--- src/hdl/wcs_pkg.sv ---
package wcs_pkg;

    // Field widths shared by the ports and the datapath.
    localparam int UNIT_W     = 8;
    localparam int TEMP_W     = 10;
    localparam int COUNT_W    = 8;
    localparam int CFG_IDX_W  = 3;
    localparam int CFG_DATA_W = 10;

    // Register indexes on the configuration port.
    localparam logic [CFG_IDX_W-1:0] REG_INLET_UNITS      = 3'd0;
    localparam logic [CFG_IDX_W-1:0] REG_FIRST_PUMP_UNITS = 3'd1;
    localparam logic [CFG_IDX_W-1:0] REG_LATER_PUMP_UNITS = 3'd2;
    localparam logic [CFG_IDX_W-1:0] REG_OUTLET_UNITS     = 3'd3;
    localparam logic [CFG_IDX_W-1:0] REG_TARGET_TEMP      = 3'd4;
    localparam logic [CFG_IDX_W-1:0] REG_CYCLE_TOTAL      = 3'd5;

    // Machine status codes.
    localparam logic [1:0] STATUS_IDLE      = 2'd0;
    localparam logic [1:0] STATUS_PREPARING = 2'd1;
    localparam logic [1:0] STATUS_WASHING   = 2'd2;
    localparam logic [1:0] STATUS_PAUSED    = 2'd3;

    // Error codes; a lower code wins when several are raised in one tick.
    localparam logic [2:0] ERR_NONE        = 3'd0;
    localparam logic [2:0] ERR_BAD_TEMP    = 3'd1;
    localparam logic [2:0] ERR_BAD_PUMP    = 3'd2;
    localparam logic [2:0] ERR_BAD_INLET   = 3'd3;
    localparam logic [2:0] ERR_TEMP_MISSED = 3'd4;
    localparam logic [2:0] ERR_BAD_DRAIN   = 3'd5;

    // One timer tick with all sensor levels and the start request write.
    typedef struct packed {
        logic              door_open;
        logic              door_closed;
        logic              valve_open_seen;
        logic              valve_closed_seen;
        logic              cooking_idle;
        logic              hold_all;
        logic [TEMP_W-1:0] oven_temp;
        logic              start_write;
        logic              start_value;
    } tick_t;

    // Phase, status and actuator levels reported after each tick.
    typedef struct packed {
        logic [3:0]         phase;
        logic [1:0]         machine_status;
        logic               pump_on;
        logic               heater_on;
        logic               motor_on;
        logic               steam_on;
        logic               drain_open_cmd;
        logic               drain_release;
        logic [2:0]         error_code;
        logic [COUNT_W-1:0] cycles_done;
    } result_t;

endpackage

--- src/hdl/wash_cycle_sequencer.sv ---
// Oven wash-cycle sequencer.
//
// Each transfer on the tick channel (tick_valid/tick_ready, payload tick) is one
// timer tick carrying the door, drain valve and cooking-idle sensors, the global
// hold flag, the oven temperature and an optional write of the start request.
// For every tick exactly one transfer leaves on the result channel
// (result_valid/result_ready, payload result) with the phase, machine status,
// actuator levels, idle drain release pulse, error code and completed cycles.
// The registers are written through the cfg channel (cfg_valid/cfg_ready,
// cfg_index, cfg_data); cfg_ready is always high and indexes above five are
// dropped. Registers are meant to be written while the block is idle.
//
// The result of a tick is valid in the cycle after its transfer. Throughput is
// one tick per cycle while results are taken, set by the single state update
// between the sequencer registers and the result register. When the receiver
// stalls, the result register holds and tick_ready drops until it is taken;
// a tick is still accepted in the same cycle that the waiting result leaves.
// Reset puts the sequencer in idle with all actuators off, the start request
// cleared, the registers at zero and no result pending.
module wash_cycle_sequencer #(
    parameter int TICKS_PER_UNIT   = 60,
    parameter int TOGGLE_TICKS     = 30,
    parameter int IDLE_DRAIN_TICKS = 60
) (
    input  logic                            clk,
    input  logic                            rst_n,
    input  logic                            tick_valid,
    output logic                            tick_ready,
    input  wcs_pkg::tick_t                  tick,
    output logic                            result_valid,
    input  logic                            result_ready,
    output wcs_pkg::result_t                result,
    input  logic                            cfg_valid,
    output logic                            cfg_ready,
    input  logic [wcs_pkg::CFG_IDX_W-1:0]   cfg_index,
    input  logic [wcs_pkg::CFG_DATA_W-1:0]  cfg_data
);

    // Timers hold the largest programmed duration; the idle drain reload is
    // cut to the timer width.
    localparam int UNIT_MAX = (2 ** wcs_pkg::UNIT_W) - 1;
    localparam int TIMER_W  = $clog2(UNIT_MAX * TICKS_PER_UNIT + 1);
    localparam int TOG_W    = $clog2(TOGGLE_TICKS + 1);
    localparam int TW       = wcs_pkg::TEMP_W;
    localparam int UW       = wcs_pkg::UNIT_W;
    localparam int CW       = wcs_pkg::COUNT_W;

    localparam logic [TIMER_W-1:0] TICK_UNIT_C  = TIMER_W'(TICKS_PER_UNIT);
    localparam logic [TIMER_W-1:0] IDLE_DRAIN_C = TIMER_W'(IDLE_DRAIN_TICKS);
    localparam logic [TOG_W-1:0]   TOGGLE_C     = TOG_W'(TOGGLE_TICKS);
    localparam logic [TW:0]        HYSTERESIS_C = (TW + 1)'(5);

    typedef enum logic [3:0] {
        PH_IDLE   = 4'd0,
        PH_CONFIG = 4'd1,
        PH_INLET  = 4'd2,
        PH_TOGGLE = 4'd3,
        PH_WASH   = 4'd4,
        PH_DRAIN  = 4'd5,
        PH_RELOAD = 4'd6,
        PH_DONE   = 4'd7,
        PH_PAUSED = 4'd8
    } phase_t;

    // Actuator level bits.
    localparam logic [4:0] ACT_PUMP   = 5'b00001;
    localparam logic [4:0] ACT_HEATER = 5'b00010;
    localparam logic [4:0] ACT_MOTOR  = 5'b00100;
    localparam logic [4:0] ACT_STEAM  = 5'b01000;
    localparam logic [4:0] ACT_DRAIN  = 5'b10000;
    localparam logic [4:0] ACT_NONE   = 5'b00000;

    // A lower error code wins when several are raised in one tick.
    function automatic logic [2:0] keep_lowest(input logic [2:0] cur, input logic [2:0] code);
        logic [2:0] res;
        res = cur;
        if (cur == wcs_pkg::ERR_NONE || code < cur) begin
            res = code;
        end
        return res;
    endfunction

    // Configuration registers.
    logic [UW-1:0] inlet_units_reg;
    logic [UW-1:0] first_units_reg;
    logic [UW-1:0] later_units_reg;
    logic [UW-1:0] outlet_units_reg;
    logic [TW-1:0] target_temp_reg;
    logic [CW-1:0] cycle_total_reg;

    // Sequencer state.
    phase_t             cur_phase_reg, cur_phase_next;
    phase_t             prior_phase_reg, prior_phase_next;
    logic [TIMER_W-1:0] wash_timer_reg, wash_timer_next;
    logic [TIMER_W-1:0] inlet_timer_reg, inlet_timer_next;
    logic [TIMER_W-1:0] drain_timer_reg, drain_timer_next;
    logic [TOG_W-1:0]   toggle_on_reg, toggle_on_next;
    logic [TOG_W-1:0]   toggle_off_reg, toggle_off_next;
    logic [CW-1:0]      cycle_count_reg, cycle_count_next;
    logic               temp_reached_reg, temp_reached_next;
    logic               heat_latched_reg, heat_latched_next;
    logic               start_request_reg, start_request_next;
    logic [4:0]         act_reg, act_next;
    logic [TW-1:0]      latched_target_reg, latched_target_next;
    logic [1:0]         status_reg, status_next;

    logic             result_valid_reg;
    wcs_pkg::result_t result_reg, result_next;
    logic             release_pulse;
    logic [2:0]       err_code;
    logic             tick_accept;

    assign cfg_ready    = 1'b1;
    assign tick_ready   = !result_valid_reg || result_ready;
    assign tick_accept  = tick_valid && tick_ready;
    assign result_valid = result_valid_reg;
    assign result       = result_reg;

    // One tick of the sequencer, evaluated on the current state.
    always_comb
    begin
        cur_phase_next      = cur_phase_reg;
        prior_phase_next    = prior_phase_reg;
        wash_timer_next     = wash_timer_reg;
        inlet_timer_next    = inlet_timer_reg;
        drain_timer_next    = drain_timer_reg;
        toggle_on_next      = toggle_on_reg;
        toggle_off_next     = toggle_off_reg;
        cycle_count_next    = cycle_count_reg;
        temp_reached_next   = temp_reached_reg;
        heat_latched_next   = heat_latched_reg;
        start_request_next  = start_request_reg;
        act_next            = act_reg;
        latched_target_next = latched_target_reg;
        status_next         = status_reg;
        release_pulse       = 1'b0;
        err_code            = wcs_pkg::ERR_NONE;

        if (tick.start_write) begin
            start_request_next = tick.start_value;
        end

        // Clearing the start request aborts a run through the done phase.
        if (cur_phase_next != PH_IDLE && !start_request_next) begin
            cur_phase_next = PH_DONE;
        end

        if (!tick.hold_all) begin
            unique case (cur_phase_next)
                PH_IDLE:
                begin
                    if (start_request_next) begin
                        cur_phase_next = PH_CONFIG;
                    end
                    if (tick.cooking_idle) begin
                        if (drain_timer_reg != '0) begin
                            drain_timer_next = drain_timer_reg - TIMER_W'(1);
                        end else if (tick.valve_open_seen) begin
                            release_pulse    = 1'b1;
                            drain_timer_next = IDLE_DRAIN_C;
                        end
                    end
                end
                PH_CONFIG:
                begin
                    prior_phase_next = PH_CONFIG;
                    status_next      = wcs_pkg::STATUS_PREPARING;
                    if (tick.door_open) begin
                        cur_phase_next = PH_PAUSED;
                    end
                    act_next = act_next & ~(ACT_STEAM | ACT_MOTOR);
                    // A closed door wins over an open one read in the same tick.
                    if (tick.door_closed) begin
                        latched_target_next = target_temp_reg;
                        if (target_temp_reg == '0) begin
                            err_code = keep_lowest(err_code, wcs_pkg::ERR_BAD_TEMP);
                        end
                        wash_timer_next = TIMER_W'(first_units_reg) * TICK_UNIT_C;
                        if (first_units_reg == '0) begin
                            err_code = keep_lowest(err_code, wcs_pkg::ERR_BAD_PUMP);
                        end
                        inlet_timer_next = TIMER_W'(inlet_units_reg) * TICK_UNIT_C;
                        if (inlet_units_reg == '0) begin
                            err_code = keep_lowest(err_code, wcs_pkg::ERR_BAD_INLET);
                        end
                        act_next       = (act_next & ~ACT_DRAIN) | ACT_STEAM;
                        cur_phase_next = PH_INLET;
                    end
                end
                PH_INLET:
                begin
                    prior_phase_next = PH_INLET;
                    status_next      = wcs_pkg::STATUS_WASHING;
                    if (tick.door_open) begin
                        cur_phase_next = PH_PAUSED;
                    end
                    if (inlet_timer_reg != '0) begin
                        inlet_timer_next = inlet_timer_reg - TIMER_W'(1);
                    end else begin
                        cur_phase_next = PH_TOGGLE;
                        act_next       = (act_next & ~ACT_STEAM) | ACT_HEATER;
                    end
                end
                PH_TOGGLE:
                begin
                    if (toggle_on_reg != '0) begin
                        if (toggle_on_reg == TOGGLE_C) begin
                            act_next = act_next | ACT_PUMP;
                        end
                        toggle_on_next = toggle_on_reg - TOG_W'(1);
                    end
                    if (toggle_on_next == '0) begin
                        if (toggle_off_reg != '0) begin
                            if (toggle_off_reg == TOGGLE_C) begin
                                act_next = act_next & ~ACT_PUMP;
                            end
                            toggle_off_next = toggle_off_reg - TOG_W'(1);
                        end else begin
                            cur_phase_next  = PH_WASH;
                            toggle_on_next  = TOGGLE_C;
                            toggle_off_next = TOGGLE_C;
                            act_next        = act_next | ACT_PUMP;
                        end
                    end
                end
                PH_WASH:
                begin
                    status_next = wcs_pkg::STATUS_WASHING;
                    if (tick.door_open) begin
                        prior_phase_next = PH_WASH;
                        cur_phase_next   = PH_PAUSED;
                    end
                    // Heater and fan follow the temperature with a hysteresis band.
                    if (tick.oven_temp >= latched_target_reg) begin
                        act_next          = act_next & ~(ACT_HEATER | ACT_MOTOR);
                        temp_reached_next = 1'b1;
                        heat_latched_next = 1'b0;
                    end else if (({1'b0, tick.oven_temp} + HYSTERESIS_C)
                                 <= {1'b0, latched_target_reg}) begin
                        if (!heat_latched_reg) begin
                            act_next          = act_next | ACT_MOTOR | ACT_HEATER;
                            heat_latched_next = 1'b1;
                        end
                    end
                    if (cycle_count_reg < cycle_total_reg) begin
                        if (wash_timer_reg != '0) begin
                            wash_timer_next = wash_timer_reg - TIMER_W'(1);
                        end else begin
                            act_next = (act_next & ~(ACT_PUMP | ACT_HEATER | ACT_MOTOR))
                                       | ACT_DRAIN;
                            cur_phase_next = PH_DRAIN;
                            if (temp_reached_next) begin
                                temp_reached_next = 1'b0;
                            end else begin
                                err_code = keep_lowest(err_code, wcs_pkg::ERR_TEMP_MISSED);
                            end
                            drain_timer_next = TIMER_W'(outlet_units_reg) * TICK_UNIT_C;
                        end
                    end
                end
                PH_DRAIN:
                begin
                    status_next = wcs_pkg::STATUS_WASHING;
                    if (tick.door_open) begin
                        prior_phase_next = PH_DRAIN;
                        cur_phase_next   = PH_PAUSED;
                    end
                    if (tick.valve_open_seen) begin
                        if (drain_timer_reg != '0) begin
                            drain_timer_next = drain_timer_reg - TIMER_W'(1);
                        end else begin
                            act_next         = act_next & ~ACT_DRAIN;
                            cur_phase_next   = PH_RELOAD;
                            cycle_count_next = cycle_count_reg + CW'(1);
                        end
                    end
                end
                PH_RELOAD:
                begin
                    if (tick.door_open) begin
                        prior_phase_next = PH_RELOAD;
                        cur_phase_next   = PH_PAUSED;
                    end
                    if (tick.valve_closed_seen) begin
                        if (cycle_count_reg < cycle_total_reg) begin
                            wash_timer_next = TIMER_W'(later_units_reg) * TICK_UNIT_C;
                            if (later_units_reg == '0) begin
                                err_code = keep_lowest(err_code, wcs_pkg::ERR_BAD_PUMP);
                            end
                            inlet_timer_next = TIMER_W'(inlet_units_reg) * TICK_UNIT_C;
                            if (inlet_units_reg == '0) begin
                                err_code = keep_lowest(err_code, wcs_pkg::ERR_BAD_INLET);
                            end
                            drain_timer_next = TIMER_W'(outlet_units_reg) * TICK_UNIT_C;
                            if (outlet_units_reg == '0) begin
                                err_code = keep_lowest(err_code, wcs_pkg::ERR_BAD_DRAIN);
                            end
                            act_next = (act_next & ~(ACT_HEATER | ACT_DRAIN)) | ACT_STEAM;
                            cur_phase_next = PH_INLET;
                        end else begin
                            cur_phase_next = PH_DONE;
                        end
                    end
                end
                PH_DONE:
                begin
                    prior_phase_next   = PH_DONE;
                    drain_timer_next   = IDLE_DRAIN_C;
                    act_next           = ACT_DRAIN;
                    cycle_count_next   = '0;
                    cur_phase_next     = PH_IDLE;
                    heat_latched_next  = 1'b0;
                    start_request_next = 1'b0;
                    status_next        = wcs_pkg::STATUS_IDLE;
                end
                PH_PAUSED:
                begin
                    act_next    = ACT_NONE;
                    status_next = wcs_pkg::STATUS_PAUSED;
                    if (tick.door_closed) begin
                        priority case (prior_phase_reg)
                            PH_INLET:
                            begin
                                act_next       = ACT_STEAM;
                                cur_phase_next = PH_INLET;
                            end
                            PH_WASH:
                            begin
                                act_next       = ACT_MOTOR | ACT_HEATER | ACT_PUMP;
                                cur_phase_next = PH_WASH;
                            end
                            PH_DRAIN:
                            begin
                                act_next       = ACT_DRAIN;
                                cur_phase_next = PH_DRAIN;
                            end
                            PH_CONFIG:
                            begin
                                cur_phase_next = PH_IDLE;
                            end
                            PH_RELOAD:
                            begin
                                cur_phase_next = PH_RELOAD;
                            end
                            default:
                            begin
                                // An unknown prior phase stays paused until abort.
                                cur_phase_next = PH_PAUSED;
                            end
                        endcase
                    end
                end
                default:
                begin
                    cur_phase_next = cur_phase_reg;
                end
            endcase
        end

        result_next.phase          = cur_phase_next;
        result_next.machine_status = status_next;
        result_next.pump_on        = act_next[0];
        result_next.heater_on      = act_next[1];
        result_next.motor_on       = act_next[2];
        result_next.steam_on       = act_next[3];
        result_next.drain_open_cmd = act_next[4];
        result_next.drain_release  = release_pulse;
        result_next.error_code     = err_code;
        result_next.cycles_done    = cycle_count_next;
    end

    // Configuration writes.
    always_ff @(posedge clk or negedge rst_n)
    begin
        if (!rst_n) begin
            inlet_units_reg  <= '0;
            first_units_reg  <= '0;
            later_units_reg  <= '0;
            outlet_units_reg <= '0;
            target_temp_reg  <= '0;
            cycle_total_reg  <= '0;
        end else if (cfg_valid) begin
            unique case (cfg_index)
                wcs_pkg::REG_INLET_UNITS:      inlet_units_reg  <= cfg_data[UW-1:0];
                wcs_pkg::REG_FIRST_PUMP_UNITS: first_units_reg  <= cfg_data[UW-1:0];
                wcs_pkg::REG_LATER_PUMP_UNITS: later_units_reg  <= cfg_data[UW-1:0];
                wcs_pkg::REG_OUTLET_UNITS:     outlet_units_reg <= cfg_data[UW-1:0];
                wcs_pkg::REG_TARGET_TEMP:      target_temp_reg  <= cfg_data[TW-1:0];
                wcs_pkg::REG_CYCLE_TOTAL:      cycle_total_reg  <= cfg_data[CW-1:0];
                default:                       ;
            endcase
        end
    end

    // Sequencer state advances on every accepted tick.
    always_ff @(posedge clk or negedge rst_n)
    begin
        if (!rst_n) begin
            cur_phase_reg      <= PH_IDLE;
            prior_phase_reg    <= PH_IDLE;
            wash_timer_reg     <= '0;
            inlet_timer_reg    <= '0;
            drain_timer_reg    <= IDLE_DRAIN_C;
            toggle_on_reg      <= TOGGLE_C;
            toggle_off_reg     <= TOGGLE_C;
            cycle_count_reg    <= '0;
            temp_reached_reg   <= 1'b0;
            heat_latched_reg   <= 1'b0;
            start_request_reg  <= 1'b0;
            act_reg            <= ACT_NONE;
            latched_target_reg <= '0;
            status_reg         <= wcs_pkg::STATUS_IDLE;
            result_valid_reg   <= 1'b0;
        end else begin
            if (tick_accept) begin
                cur_phase_reg      <= cur_phase_next;
                prior_phase_reg    <= prior_phase_next;
                wash_timer_reg     <= wash_timer_next;
                inlet_timer_reg    <= inlet_timer_next;
                drain_timer_reg    <= drain_timer_next;
                toggle_on_reg      <= toggle_on_next;
                toggle_off_reg     <= toggle_off_next;
                cycle_count_reg    <= cycle_count_next;
                temp_reached_reg   <= temp_reached_next;
                heat_latched_reg   <= heat_latched_next;
                start_request_reg  <= start_request_next;
                act_reg            <= act_next;
                latched_target_reg <= latched_target_next;
                status_reg         <= status_next;
                result_valid_reg   <= 1'b1;
            end else if (result_ready) begin
                result_valid_reg   <= 1'b0;
            end
        end
    end

    // Result payload; it only loads together with a new transfer.
    always_ff @(posedge clk)
    begin
        if (tick_accept) begin
            result_reg <= result_next;
        end
    end

    // Every accepted tick leaves a result behind it.
    a_result_follows: assert property (@(posedge clk) disable iff (!rst_n)
        tick_accept |=> result_valid)
        else $error("accepted tick produced no result");

    // The tick side only stalls behind a result that is waiting.
    a_stall_reason: assert property (@(posedge clk) disable iff (!rst_n)
        !tick_ready |-> (result_valid && !result_ready))
        else $error("tick channel stalled without a pending result");

    // A done phase that is not held ends in idle with the cycle count cleared.
    a_done_to_idle: assert property (@(posedge clk) disable iff (!rst_n)
        (tick_accept && cur_phase_reg == PH_DONE && !tick.hold_all)
        |=> (result.phase == PH_IDLE && result.cycles_done == '0))
        else $error("done phase did not return to idle");

    // The idle drain release can only fire from the idle phase.
    a_release_idle: assert property (@(posedge clk) disable iff (!rst_n)
        (tick_accept && cur_phase_reg != PH_IDLE) |=> !result.drain_release)
        else $error("drain release outside idle");

endmodule
--- config.mk ---
export PLATFORM = sky130hd
export DESIGN_NAME = wash_cycle_sequencer
export DESIGN_NICKNAME = d
export VERILOG_FILES = /design/src/hdl/wcs_pkg.sv /design/src/hdl/wash_cycle_sequencer.sv
export SDC_FILE = /design/constraint.sdc
export NUM_CORES = 1
export LEC_CHECK = 0
export ABC_AREA = 1
export BUFFER_PORTS_ARGS = -buffer_cell sky130_fd_sc_hd__buf_4
export CAP_MARGIN = 30
export CORE_MARGIN = 10
export CORE_UTILIZATION = 45
export CTS_CLUSTER_DIAMETER = 150
export DETAILED_ROUTE_END_ITERATION = 16
export GPL_ROUTABILITY_DRIVEN = 0
export SETUP_SLACK_MARGIN = 0.05
export SYNTH_ARGS = -nofsm -noshare
export SYNTH_HDL_FRONTEND = slang
export SYNTH_SLANG_ARGS = --single-unit
--- constraint.sdc ---
create_clock -name clk -period 5.3 [get_ports clk]
set_input_delay 0.795 -clock clk [delete_from_list [all_inputs] [get_ports clk]]
set_output_delay 0.795 -clock clk [all_outputs]
set_load 0.02 [all_outputs]
# After elaboration in Yosys (flattened, before gate mapping)
# Index checks and enable logic that the tools add are counted.
# op_classes
add_sub_neg	7
n_bitwise	3
order_cmp	7
n_mux	119
reduce_logical	50
eq_ne	35
multipliers	4
# op_table
operator	n
two-way mux 14 bit	18
two-way mux 3 bit	32
one-hot mux 14 bit (3 select lines)	2
two-way mux 5 bit	15
two-way mux 4 bit	18
one-hot mux 14 bit (5 select lines)	1
multiplier 8 x 4 -> 12 bit (second input constant)	4
nonzero test 14 bit	3
subtractor 14 x 1 -> 14 bit (second input constant)	3
one-hot mux 5 bit (8 select lines)	1
one-hot mux 4 bit (9 select lines)	1
logical NOT 8 bit	4
== test 4 x 3 -> 1 bit (second input constant)	7
inequality test 2 bit (second input constant)	13
two-way mux 8 bit	3
one-hot mux 4 bit (6 select lines)	1
one-hot mux 4 bit (5 select lines)	1
two-way mux 1 bit	19
one-hot mux 8 bit (2 select lines)	1
logical NOT 3 bit	5
one-hot mux 5 bit (3 select lines)	1
nonzero test 5 bit	3
== test 4 x 2 -> 1 bit (second input constant)	3
AND reduction 2 bit	6
other kinds (38)	60
# totals
elab_cells	256
in_bits	36
regBits	162

# Logic depth before layout (Yosys ltp)
# Gate-level depths: netlist of the first run.
# depth
ltp_word	22
ltp_mapped	19

# Worst setup path before layout of the first run
# Ideal clock, no wire load.
# synth_timing
path_kind	reg2reg
from	reg later_units_reg[2]
to	reg wash_timer_reg[10]
arrival_time_ns	2.923
path_buffers	0
path_stages_with_launch	16
setup_time_ns	0.125
synth_period_minus_slack_ns	3.048
setup_slack_ns	2.252
cell_sequence	dfrtp_1 fa_1 inv_1 fa_1 fa_1 or2_2 nand2_1 nand2_1 nand2_1 nand2_1 nand2_1 a21oi_1 o21ai_0 o21ai_0 o21ai_0 o21ai_2
# synth_between
elab_chain_len	4
# synth_lines
item	line	rtl
start, declared	wash_cycle_sequencer.sv:86	logic [UW-1:0] later_units_reg;
start signal, assigned	wash_cycle_sequencer.sv:386	wcs_pkg::REG_LATER_PUMP_UNITS: later_units_reg <= cfg_data[UW-1:0];
multiplier 8 x 4 -> 12 bit	wash_cycle_sequencer.sv:286	wash_timer_next = TIMER_W'(later_units_reg) * TICK_UNIT_C;
two-way mux 14 bit	wash_cycle_sequencer.sv:285	if (cycle_count_reg < cycle_total_reg) begin
two-way mux 14 bit	wash_cycle_sequencer.sv:284	if (tick.valve_closed_seen) begin
one-hot mux 14 bit (3 select lines)	wash_cycle_sequencer.sv:149	unique case (cur_phase_next)
end signal, assigned	wash_cycle_sequencer.sv:418	wash_timer_reg <= wash_timer_next;
end, declared	wash_cycle_sequencer.sv:94	logic [TIMER_W-1:0] wash_timer_reg, wash_timer_next;
# Every way passes these cells. The select of a mux whose other input is x is not followed.
# A chain may end at the register's enable or synchronous reset.

# Worst setup path after layout of the first run
# layout_timing
from	reg first_units_reg[3]
to	reg wash_timer_reg[11]
# layout_between
elab_chain_len	3
# layout_lines
item	line	rtl
start, declared	wash_cycle_sequencer.sv:85	logic [UW-1:0] first_units_reg;
start signal, assigned	wash_cycle_sequencer.sv:385	wcs_pkg::REG_FIRST_PUMP_UNITS: first_units_reg <= cfg_data[UW-1:0];
multiplier 8 x 4 -> 12 bit	wash_cycle_sequencer.sv:178	wash_timer_next = TIMER_W'(first_units_reg) * TICK_UNIT_C;
two-way mux 14 bit	wash_cycle_sequencer.sv:173	if (tick.door_closed) begin
one-hot mux 14 bit (3 select lines)	wash_cycle_sequencer.sv:149	
# Every way passes these cells. The select of a mux whose other input is x is not followed.

==> metrics.txt, run 1 <==
CTS Buf Count 17; fin crit share 63.5%; Yosys warning total 0; DP Cell Count 2039; RSZ-0062 raised after global routing no; Placement Rows 61; min cycle time layout 3.37 ns; Slew Limit Headroom 32.5%; Crit path max-delay family adder cells; DRC 0; register bit total from synthesis 161; CTS tree built; Max Fclk 297 MHz; Clk pin slew, worst setup/hold paths 0.08 ns; most used cell along the critical path nand2_1; Vias per Instance 5.23; WL per Instance 16.0 µm; Mapped Area 12800 µm²; buffer count from post-CTS setup fixing 0; Worst Path Buf+Inv 0; design area 14200 µm²; max incr delay on CP 0.56 ns; count of pins over their slew limit 0; vias in the first global route 10700; clk_skew 0.0159 ns; worst path required time 5.69 ns; CTS Sinks 161; r2r endpoint wash_timer_reg[11]; reg2reg start first_units_reg[3]; Iter 0 DRT Violations 735; Core ar. 27900 µm²; Max Cap Viol 0; Ant. Diodes 0; Yosys top cell area share 24.6%; crit path max fanout 6; most common cell in the netlist nand2_1; share of cells above drive strength 1 9.81%; Die Y 189 µm; clk_lat worst skew 0.45 ns; vias 10800; filler instances 2753; mean cell area of the mapped netlist 7.87 µm²; H-tree depth 4; worst slew pin tran 1.00 ns; HP Class primary input to async pin; asr flop ratio synth 85.7%; CP Capture Type flip-flop; Post-Route Setup TNS 0 ns; slowest CP cell dfrtp_1; initial antenna violation count 0; DR pass1 iterations 5; cell count after synthesis 1629; largest net degree at the start of global routing 95; largest area contributor in the netlist dfrtp_1; non-filler cells, final 2071; final setup vio count 0; IO Pins 62; post-detail-place hpwl 25.4 mm; post-synthesis sequential area ratio 32.4%; Worst setup SP type flip-flop; R2R cell count 13; Main synth FF type dfrtp_1; chip width 189 µm; dominant cells by area after synthesis dfrtp_1 25%, ha_1 11%, nand2_1 11%; Die ar. 35600 µm²; total wire length 33.1 mm; Worst EP arrival 3.76 ns; Synthesized Nets 1829; outcome completed; post-CTS resize count 0; final hold violations 0; Largest register FFs 23; Synth cell types 57; PD cells 556 nW/µm²; crit path cell chain fa_1, fa_1, ha_1, a21oi_1, nand2_1, a21oi_1, o21ai_0, a21oi_1, xor2_1, nand2_1, nand3_1, nand2_1, nand2_1; P&R area growth vs syn 10.9%; IO Port Bufs 60; initial core utilization 45.9%; WS Path Type flip-flop to flip-flop; Post-DP Area 13600 µm²; Clock Tree Buf Depth 2; total global routing overflow 0; number of routed nets with antenna violations 0; Final Util 50.9%; CTS root buf clkbuf_16; synth cell count leaders 360 x nand2_1, 222 x inv_1, 148 x o21ai_0; Post-synth EDFFs 23; # hold bufs at CTS 0; VDD IR max 0.000282 V; Total GRT Usage 19.0%; Layout Nets 1880; reg-to-reg setup timing slack 1.93 ns; first-pass GRT wire length 55.5 mm; P_leak 6.99 nW
[worst register-to-register path, stage by stage (launching register included)]
cell and delay, ns:
dfrtp_1 0.56, fa_1 0.50, fa_1 0.47, ha_1 0.38
a21oi_1 0.22, nand2_1 0.12, a21oi_1 0.21, o21ai_0 0.11
a21oi_1 0.19, xor2_1 0.20, nand2_1 0.10, nand3_1 0.12
nand2_1 0.06, nand2_1 0.07
[kinds of logic after synthesis]
family          synth area share [%]
compound gates                  14.1
xor+xnor                        3.07
fa+ha+maj                       19.1
buf+inv                         8.12
flops                           32.4
mux                           0.0879
other cells                   0.0293
simple gates                    23.0
[where the power goes]
group          internal, W  switching [W]
Sequential         0.00169       0.000421
Clock             0.000683       0.000603
Combinational      0.00167        0.00284
[per-layer routing]
| layer | vias up | wire length, µm | GRT usage (%) | part of all wire, % |
|---|---|---|---|---|
| li1 | 5464 | - | - | - |
| met1 | 5136 | 15300 | 24.9 | 46 |
| met2 | 198 | 15700 | 31.3 | 47 |
| met3 | 39 | 1420 | 3.60 | 4.3 |
| met4 | 0 | 644 | 5.01 | 1.9 |
| met5 | - | 0 | 0 | 0 |
[cells in the final DEF, fill, tap and decap left out, types with 6 or more instances in the layout]
cell	synthesis	final
fa_1	52	52
clkbuf_16	0	19
xnor2_1	11	11
xor2_1	34	34
ha_1	112	112
nand4_1	28	28
buf_4	3	63
o21ai_1	11	11
nand3_1	87	87
a31oi_1	13	13
o21ai_2	10	10
a21oi_1	83	83
nor2_2	7	7
nor4_1	6	6
o211ai_1	18	18
o21ai_0	148	148
or2_2	6	6
dfrtp_1	126	126
nand2_1	360	360
nor3_1	19	19
dfstp_2	12	12
nor2_1	129	129
edfxtp_1	23	23
inv_1	222	222
inv_2	11	11
o31ai_1	6	6
[layout make-up]
| class | count | area, µm² | share of cell area, % |
|---|---|---|---|
| clock buffers | 19 | 475 | 3.34 |
| clock inverters | 13 | 131 | 0.924 |
| inverters | 234 | 878 | 6.18 |
| multi-input cells | 1202 | 7620 | 53.6 |
| flip-flops and latches | 161 | 4160 | 29.3 |
| well taps | 378 | 473 | 3.33 |
| repair buffers | 64 | 484 | 3.41 |
[per-stage QoR]
step                power (W)  hold WS (ns)  setup slack [ns]
detailed placement    0.00661         0.466              1.62
global placement      0.00654         0.463              1.72
global route          0.00875         0.485              1.66
finish                0.00791         0.410              1.93
CTS                   0.00793         0.464              1.96
floorplan             0.00545         0.449              2.25
[worst max path at each step]
| stage | start | endpoint | slack [ns] | depth (start not counted) |
|---|---|---|---|---|
| 2_1_floorplan | later_units_reg[2] | wash_timer_reg[10] | 2.25 | 15 |
| 3_3_place_gp | tick[1] | drain_timer_reg[8] | 1.72 | 15 |
| 3_5_place_dp | tick[1] | drain_timer_reg[6] | 1.62 | 15 |
| 4_1_cts | first_units_reg[3] | wash_timer_reg[11] | 1.96 | 13 |
| 5_1_grt | first_units_reg[3] | wash_timer_reg[11] | 1.66 | 13 |
| 6_report | first_units_reg[3] | wash_timer_reg[11] | 1.93 | 13 |
(Power assumes the default switching activity.)
==> run 2: changes to the inputs <==
- clock period: 5.3 -> 3.38 ns (I/O delays scaled with it)
==> run 2 against run 1 <==
Net effect: sequential power is 56% higher; first-iteration DRC count is 9.5% lower; critical path depth is 2 higher.
==> metrics.txt, run 2 (synthesized netlist as in run 1, its figures left out) <==
outcome completed; Placement Rows 61 (unchanged); P_leak 7.04 nW (+0.68%); DRC 0 (unchanged); Die Y 189 µm (unchanged); Clock Tree Buf Depth 2 (unchanged); multi-input logic area 7630 µm² (+0.13%); CTS Sinks 161 (unchanged); filler instances 2749 (-0.15%); WS Path Type flip-flop to flip-flop; CTS Buf Count 17 (unchanged); Sw Ratio 47.9% (-0.98 points); CTS tree built; Place WS 0.0633 ns (-1.56 ns); Vias per Instance 5.22 (-0.20%); Die ar. 35600 µm² (unchanged); clk_skew 0.0123 ns (-0.00366 ns); initial antenna violation count 0 (unchanged); first-pass GRT wire length 54.0 mm (-2.7%); Core ar. 27900 µm² (unchanged); number of routed nets with antenna violations 0 (unchanged); Post-Route Setup TNS 0 ns (unchanged); most frequent cells in the layout 360 x nand2_1, 222 x inv_1, 146 x o21ai_0; largest net degree at the start of global routing 72 (-24%); post-detail-place hpwl 25.0 mm (-1.8%); IO Port Bufs 60 (unchanged); Max Cap Viol 0 (unchanged); Slew Limit Headroom 48.8% (+16 points); RSZ-0062 raised after global routing yes; P&R area growth vs syn 11.8%; Worst EP arrival 3.50 ns (-0.26 ns); clock share of power 16.0% (-0.3 points); Layout Nets 1893 (+0.69%); initial core utilization 45.9% (unchanged); CP Capture Type flip-flop; design area 14300 µm² (+0.80%); min cycle time layout 3.19 ns (-0.180 ns); register area 4170 µm² (+0.15%); share of cells above drive strength 1 10.8% (+1.0 points); WL per Instance 15.6 µm (-2.5%); fin crit share 94.2% (+31 points); HP Class primary input to async pin; final hold violations 0 (unchanged); Max Fclk 314 MHz (+5.7%); fin worst setup slack 0.195 ns (-1.74 ns); worst path required time 3.69 ns (-2.00 ns); chip width 189 µm (unchanged); final setup vio count 0 (unchanged); vias in the first global route 10600 (-0.87%); clk_lat worst skew 0.44 ns (about the same); PD cells 861 nW/µm² (+55%); P_sw 0.00590 W (+53%); vias 10900 (+0.42%); count of pins over their slew limit 0 (unchanged); Seq pwr share 26.7% (about the same); Worst setup SP type flip-flop; worst slew pin tran 0.767 ns (-0.234 ns); Largest register FFs 23 (unchanged); CTS root buf clkbuf_16; Final Util 51.3% (+0.41 points); post-CTS resize count 0 (unchanged); P_int 0.00643 W (+59%); Post-DP Area 13700 µm² (+0.87%); DR pass1 iterations 5 (unchanged); total wire length 32.4 mm (-1.9%); Clk pin slew, worst setup/hold paths 0.07 ns (about the same); Iter 0 DRT Violations 665 (-9.5%); # hold bufs at CTS 0 (unchanged); Ant. Diodes 0 (unchanged); VDD IR max 0.000376 V (+33%); Total GRT Usage 18.4% (-0.60 points); IO Pins 62 (unchanged); total power 0.0123 W (+56%); buffer count from post-CTS setup fixing 0 (unchanged); combinational power share 57.2% (+0.2 points); H-tree depth 4 (unchanged); crit path max fanout 4 (-2); total global routing overflow 0 (unchanged); most common cell after layout, fill and taps aside nand2_1
-- run 2: changes by cell type in the layout (fill, tap and decap cells not counted), moves of 2 or more --
cell,previous run,this run
inv_8,5,1
dfrtp_1,126,121
a21oi_1,83,81
buf_12,0,2
clkinv_4,3,1
dfrtp_2,0,5
o21ai_1,11,13
buf_4,63,73
o21ai_0,148,146
a21oi_2,0,2
clkinvlp_4,0,2
-- run 2: critical path, stage by stage, from the launching register on --
cell     delay, ns
dfrtp_2       0.44
fa_1          0.57
inv_1         0.05
fa_1          0.48
fa_2          0.36
or2_2         0.31
nand2_1       0.07
nand2_1       0.05
nand2_1       0.09
nand2_1       0.08
nand2_1       0.07
a21oi_1       0.06
o21ai_1       0.12
o21ai_0       0.10
o21ai_1       0.16
o21ai_2       0.07
-- run 2: cell type report --
cell class | count | share of cell area, %
Inverter | 234 | 6.13
Clock inverter | 12 | 0.821
Tap cell | 378 | 3.30
Multi-Input combinational cell | 1202 | 53.2
Timing Repair Buffer | 77 | 4.21
Sequential cell | 161 | 29.1
Clock buffer | 20 | 3.26
-- run 2: path summary, 6_finish.rpt --
kind / from / to / slack, ns / cells after the start
worst max-delay path: later_units_reg[0] / wash_timer_reg[10] / 0.19 / 15
worst min-delay path: rst_n / latched_target_reg[1] / 0.08 / 1
worst max register to register: later_units_reg[0] / wash_timer_reg[10] / 0.19 / 15
worst min register to register: toggle_off_reg[4] / toggle_off_reg[4] / 0.47 / 2
max in group asynchronous: rst_n / first_units_reg[3] / 2.48 / 2
min in group clk: cfg_data[9] / target_temp_reg[9] / 0.33 / 3
-- run 2: power by group through the flow --
stage | Sequential [W] | Combinational [W] | Clock, W
after floorplan | 0.00324 | 0.00531 | 0
after global placement | 0.00332 | 0.00689 | 0
after detailed placement | 0.00333 | 0.00700 | 0
after CTS | 0.00330 | 0.00705 | 0.00201
after global routing | 0.00341 | 0.00811 | 0.00208
final | 0.00330 | 0.00706 | 0.00198
-- run 2: per-layer routing --
metal  vias to the layer above  GRT usage [%]  routed length (µm)
li1                       5495              -                   -
met1                      5142           24.4               15300
met2                       206           31.1               15400
met3                        40           2.20                1190
met4                         0           4.49                 499
met5                         -              0                   0
-- run 2: through the flow --
stage | hold slack (ns) | cells
2_1_floorplan | 0.211 | 1629
3_3_place_gp | 0.464 | 2051
3_5_place_dp | 0.468 | 2052
4_1_cts | 0.113 | 2084
5_1_grt | 0.139 | 2084
6_report | 0.0808 | 2084
